===== src/sv/fvc_ram.sv =====
`timescale 1ns / 1ps
`default_nettype none
module fvc_ram #(
  parameter int Width = 8,
  parameter int Depth = 16
) (
  input  wire logic                     clk_i,
  input  wire logic                     we_i,
  input  wire logic [$clog2(Depth)-1:0] waddr_i,
  input  wire logic [Width-1:0]         wdata_i,
  input  wire logic [$clog2(Depth)-1:0] raddr_i,
  output logic      [Width-1:0]         rdata_o
);
  logic [Width-1:0] mem [Depth];

  always_ff @(posedge clk_i) begin
    if (we_i) begin
      mem[waddr_i] <= wdata_i;
    end
    rdata_o <= mem[raddr_i];
  end
endmodule
`default_nettype wire


===== config.mk =====
export PLATFORM = sky130hd
export DESIGN_NAME = fvc_ram
export DESIGN_NICKNAME = d
export VERILOG_FILES = /design/src/sv/fvc_ram.sv
export SDC_FILE = /design/constraint.sdc
export NUM_CORES = 1
export LEC_CHECK = 0
export BUFFER_PORTS_ARGS = -buffer_cell sky130_fd_sc_hd__buf_2
export CORE_ASPECT_RATIO = 1.25
export CORE_UTILIZATION = 45
export DETAILED_ROUTE_END_ITERATION = 7
export MAX_ROUTING_LAYER = met4
export PLACE_DENSITY = 0.61
export SYNTH_ARGS = -nofsm -noshare
export SYNTH_HDL_FRONTEND = slang
export SYNTH_SLANG_ARGS = --single-unit

===== constraint.sdc =====
create_clock -name clk_i -period 3.72 [get_ports clk_i]
set_input_delay 0.372 -clock clk_i [delete_from_list [all_inputs] [get_ports clk_i]]
set_output_delay 0.372 -clock clk_i [all_outputs]
set_load 0.05 [all_outputs]

Yosys cells after proc, flatten, opt, wreduce, memory -nomap -nowiden
Memories as Yosys holds them, arrays and structs flattened. A register that Yosys moved wholly into a read port is not among the register bits.
Cells that the tools add are included.
{ "totals": {"regBits": 0, "ramBits": 128, "n_memories": 1} }
{ "mem_list": {"columns": ["memory", "words", "word_bits", "rd", "rd_clocked_by_memory_dff", "write_ports", "line", "source"], "rows": [
  ["mem", 16, 8, 1, 1, 1, "14", "logic [Width-1:0] mem [Depth];"]
]} }
{ "op_classes": {"muxes": 2} }
{ "ops": {"columns": ["operator", "n"], "rows": [
  ["two-way mux 1 bit", 2]
]} }

Depth between registers and ports, before layout
{ "depth": {"ltp_word": 2, "ltp_mapped": 5} }

Worst setup path before layout
OpenSTA, ideal clock, no wires.
{ "synth_path": {"path_type": "input to register", "from": "in waddr_i[2]", "to": "mem mem[0][0] (enable)", "arrival_time_ps": 1482, "path_slack_ps": 1855, "path_stages": 2, "path_buffers": 0, "cell_sequence": "or3b_2 > nor3_1"} }
{ "synth_rtl": {"columns": ["item", "line", "source"], "rows": [
  ["start: declaration", "9", "input wire logic [$clog2(Depth)-1:0] waddr_i,"],
  ["end: declaration", "14", null]
]} }
No word-level cell before the write port.

==> qor.log <==
qor: floorplanning.rows 43
qor: status.outcome finished, violations left
qor: timing.achievable-frequency 527 MHz
qor: floorplanning.floorplan.core_area 11100 sq um
qor: floorplanning.start_util 46.2%
qor: yosys.synth-adder-area-share 0%
qor: yosys.synth_cells 229
qor: timing.hold-worst-slack 0.345 ns
qor: setup_path.cp_max_fo 19
qor: clock_network.cts.root.buffer_cell sky130_fd_sc_hd__clkbuf_16
qor: setup_path.worst_setup_path_start_kind primary input
qor: timing.final_cycle_share 51.0%
qor: layout.post_route_cells_drive_above_1_share 26.5%
qor: status.violations_in_the_final_reports design-rule violations
qor: place.port-buffer-count 25
qor: floorplanning.top_level_ports 26
qor: power_and_ir_drop.clockPowerShare 46.8%
qor: power_and_ir_drop.p_leak 2.00 nW
qor: place.dp_worst_setup_slack 1.37 ns
qor: timing.final_max_slew_viol_count 0
qor: floorplanning.dieWidth 97.7 um
qor: drt.remaining_drc_errors 2
qor: place.hpwl 6160 um
qor: layout.finish.utilization 53.7%
qor: yosys.ys_warn_count 0
qor: yosys.synth_largest_area_cell sky130_fd_sc_hd__edfxtp_1
qor: setup_path.worstSetupPathType in2reg
qor: yosys.synth-compound-area-share 2.33%
qor: yosys.synth_seq_cells 136
qor: power_and_ir_drop.power.internal 2.88 mW
qor: drt.detailroute.wirelength.met2 5040 um
qor: power_and_ir_drop.totalPowerFinal 3.59 mW
qor: global_routing.number_of_global_route_vias_before_repair 2509
qor: clock_network.cts-hold-fix-buffers 0
qor: worst_hold_path.holdCritPathClass in2reg
qor: power_and_ir_drop.power.sequential.fraction 48.1%
qor: yosys.main_combinational_cell_family_by_area_after_synthesis multiplexers
qor: global_routing.antenna_found_initial 0
qor: global_routing.maximum_number_of_pins_on_one_net_before_global_route_repair 33
qor: clock_network.clkLatencyLatePin 0.41 ns
qor: power_and_ir_drop.power.net_switching 708 uW
qor: floorplanning.overall_die_area 11900 sq um
qor: layout.antenna-diode-count 0
qor: layout.nNetsFinal 284
qor: power_and_ir_drop.vdd_drop_max 313 uV
qor: layout.most_frequent_standard_cell_in_the_layout_excluding_fill_and_tap_cells sky130_fd_sc_hd__edfxtp_1
qor: timing.worst_slew_pin_slew 1.05 ns
qor: global_routing.grt_first_pass_wirelength 14300 um
qor: timing.finalHoldViolations 0
qor: setup_path.crit_arrival 2.19 ns
qor: clock_network.clock_sinks 136
qor: timing.timing.max_slew.rel_slack 30.0%
qor: drt.drtIter0Drc 149
qor: layout.syn2layout_area_growth 16.2%
qor: yosys.synth_fp_nets 247
qor: timing.setup_viol 0
qor: yosys.post_synth_mux_area_share 15.0%
qor: job.maxCapViolCount 0
qor: floorplanning.dieHeight 122 um
qor: yosys.synth_area_per_cell 22.5 sq um
qor: clock_network.count_of_buffers_added_by_post_cts_timing_repair_for_setup 0
qor: global_routing.track_usage 18.1%
qor: drt.met3_wirelength 417 um
qor: drt.topRoutingLayerUsed met4
qor: timing.setup_slack 1.82 ns
qor: place.dp_cells 382
qor: drt.firstDrtPassIters 6
qor: clock_network.tritoncts done
qor: layout.post_layout_nonfiller_instances 414
qor: clock_network.cts_made_buffers 17
qor: drt.route.layer.met1.wl 3970 um
qor: timing.timing.setup.tns 0 ns
qor: power_and_ir_drop.power.density_cell_area 600 nW/um^2
qor: clock_network.worst_setup_hold_path_clk_slew 0.06 ns
qor: drt.detailroute.via_count 2369
qor: drt.drtAntennaViolNets 0
qor: yosys.yosys-top-cells-area sky130_fd_sc_hd__edfxtp_1 75%, sky130_fd_sc_hd__mux4_2 7.9%, sky130_fd_sc_hd__mux4_1 7.1%, sky130_fd_sc_hd__dfxtp_1 3.1%, sky130_fd_sc_hd__a22oi_1 2.3%
qor: drt.drt-total-wl 9640 um
qor: drt.drt-wirelength-per-cell 23.3 um
qor: clock_network.cts.repair.resized 0
qor: power_and_ir_drop.switching_share 19.7%
qor: setup_path.cp-end-kind flop
qor: layout.final_design_area_no_fill 5980 sq um
qor: yosys.synth_xor_xnor_area_share 0%
qor: place.dp_area 5390 sq um
qor: yosys.synth-simple-area-share 3.18%
qor: yosys.yosysSeqAreaShare 77.8%
qor: yosys.post_synth_instance_area 5150 sq um
qor: layout.most-common-layout-cells 128 x sky130_fd_sc_hd__edfxtp_1, 25 x sky130_fd_sc_hd__buf_2, 18 x sky130_fd_sc_hd__mux4_2, 17 x sky130_fd_sc_hd__clkbuf_16, 16 x sky130_fd_sc_hd__a22oi_1
qor: clock_network.ctsLongestPathBuffers 2
qor: timing.period_minus_slack 1.90 ns
qor: yosys.synth.lib_cells_used.distinct 19
qor: yosys.synth_top_cell_area_share 74.7%
qor: clock_network.number_of_h_tree_levels 4
qor: global_routing.gr_ovfl_total 0
qor: power_and_ir_drop.comb_power_share 5.1%
qor: timing.rsz0062_at_grt no
qor: setup_path.required 4.01 ns
qor: drt.routed_via_density 5.72
qor: timing.finalClockSkew 0.00755 ns
qor: place.globalplace.congestion 0.677
## logic make-up (layout without fill, tap and decap cells)
logic type	Yosys count	after routing
buffers and inverters	10	60
AO/OA/AOI/OAI	16	16
multiplexers	32	32
AND/OR/NAND/NOR	35	35
flip-flops	136	136
## final timing paths
check,to,from,cells past startpoint,slack (ns)
setup reg to reg,rdata_o[3],mem[2][3],3,2.32
hold / removal,mem[14][0],wdata_i[0],1,0.34
hold reg to reg,rdata_o[4],mem[12][4],3,0.66
setup / recovery,rdata_o[1],raddr_i[0],5,1.82
## state kept, by name, indices dropped and copies added, names as in the netlist
signal   flops
rdata_o      8
mem        128
## routing by layer
layer  GRT usage (%)  vias to the layer above
met5               -                        -
met1            20.8                     1233
met3            4.93                       17
met4            8.71                        0
li1                -                     1046
met2            29.8                       73
## power groups by stage
stage	Combinational, mW	Clock [mW]	Sequential, mW
finish	0.184	1.68	1.72
global route	0.197	1.76	1.73
CTS	0.187	1.70	1.72
detailed placement	0.186	0	1.76
global placement	0.183	0	1.75
floorplan	0.0870	0	1.79
## cells in the mapped netlist
cell                              instances
sky130_fd_sc_hd__mux4_1                  14
sky130_fd_sc_hd__edfxtp_1               128
sky130_fd_sc_hd__nand2b_1                 2
sky130_fd_sc_hd__or3b_2                   1
sky130_fd_sc_hd__nand3b_1                 2
sky130_fd_sc_hd__nor3_1                   4
sky130_fd_sc_hd__nand2_1                  9
sky130_fd_sc_hd__clkdlybuf4s25_2          3
sky130_fd_sc_hd__nor2_1                  13
sky130_fd_sc_hd__dfxtp_1                  8
sky130_fd_sc_hd__nor2b_1                  1
sky130_fd_sc_hd__mux4_2                  18
sky130_fd_sc_hd__buf_2                    3
sky130_fd_sc_hd__and2b_1                  1
sky130_fd_sc_hd__and2_1                   1
sky130_fd_sc_hd__nand3_1                  1
sky130_fd_sc_hd__a22oi_1                 16
sky130_fd_sc_hd__buf_4                    1
sky130_fd_sc_hd__buf_6                    3
## critical path: stages
cell and delay, ns:
sky130_fd_sc_hd__buf_2 0.36, sky130_fd_sc_hd__buf_4 0.44, sky130_fd_sc_hd__mux4_1 0.62, sky130_fd_sc_hd__a22oi_1 0.31, sky130_fd_sc_hd__nand2_1 0.09
## final cells by class
type,instances,area [sq um]
multi-input cells,83,1070
clock inverters,13,159
well taps,135,169
flip-flops and latches,136,4000
fillers,850,5160
repair buffers,28,148
clock buffers,19,433
(Power assumes the default switching activity.)
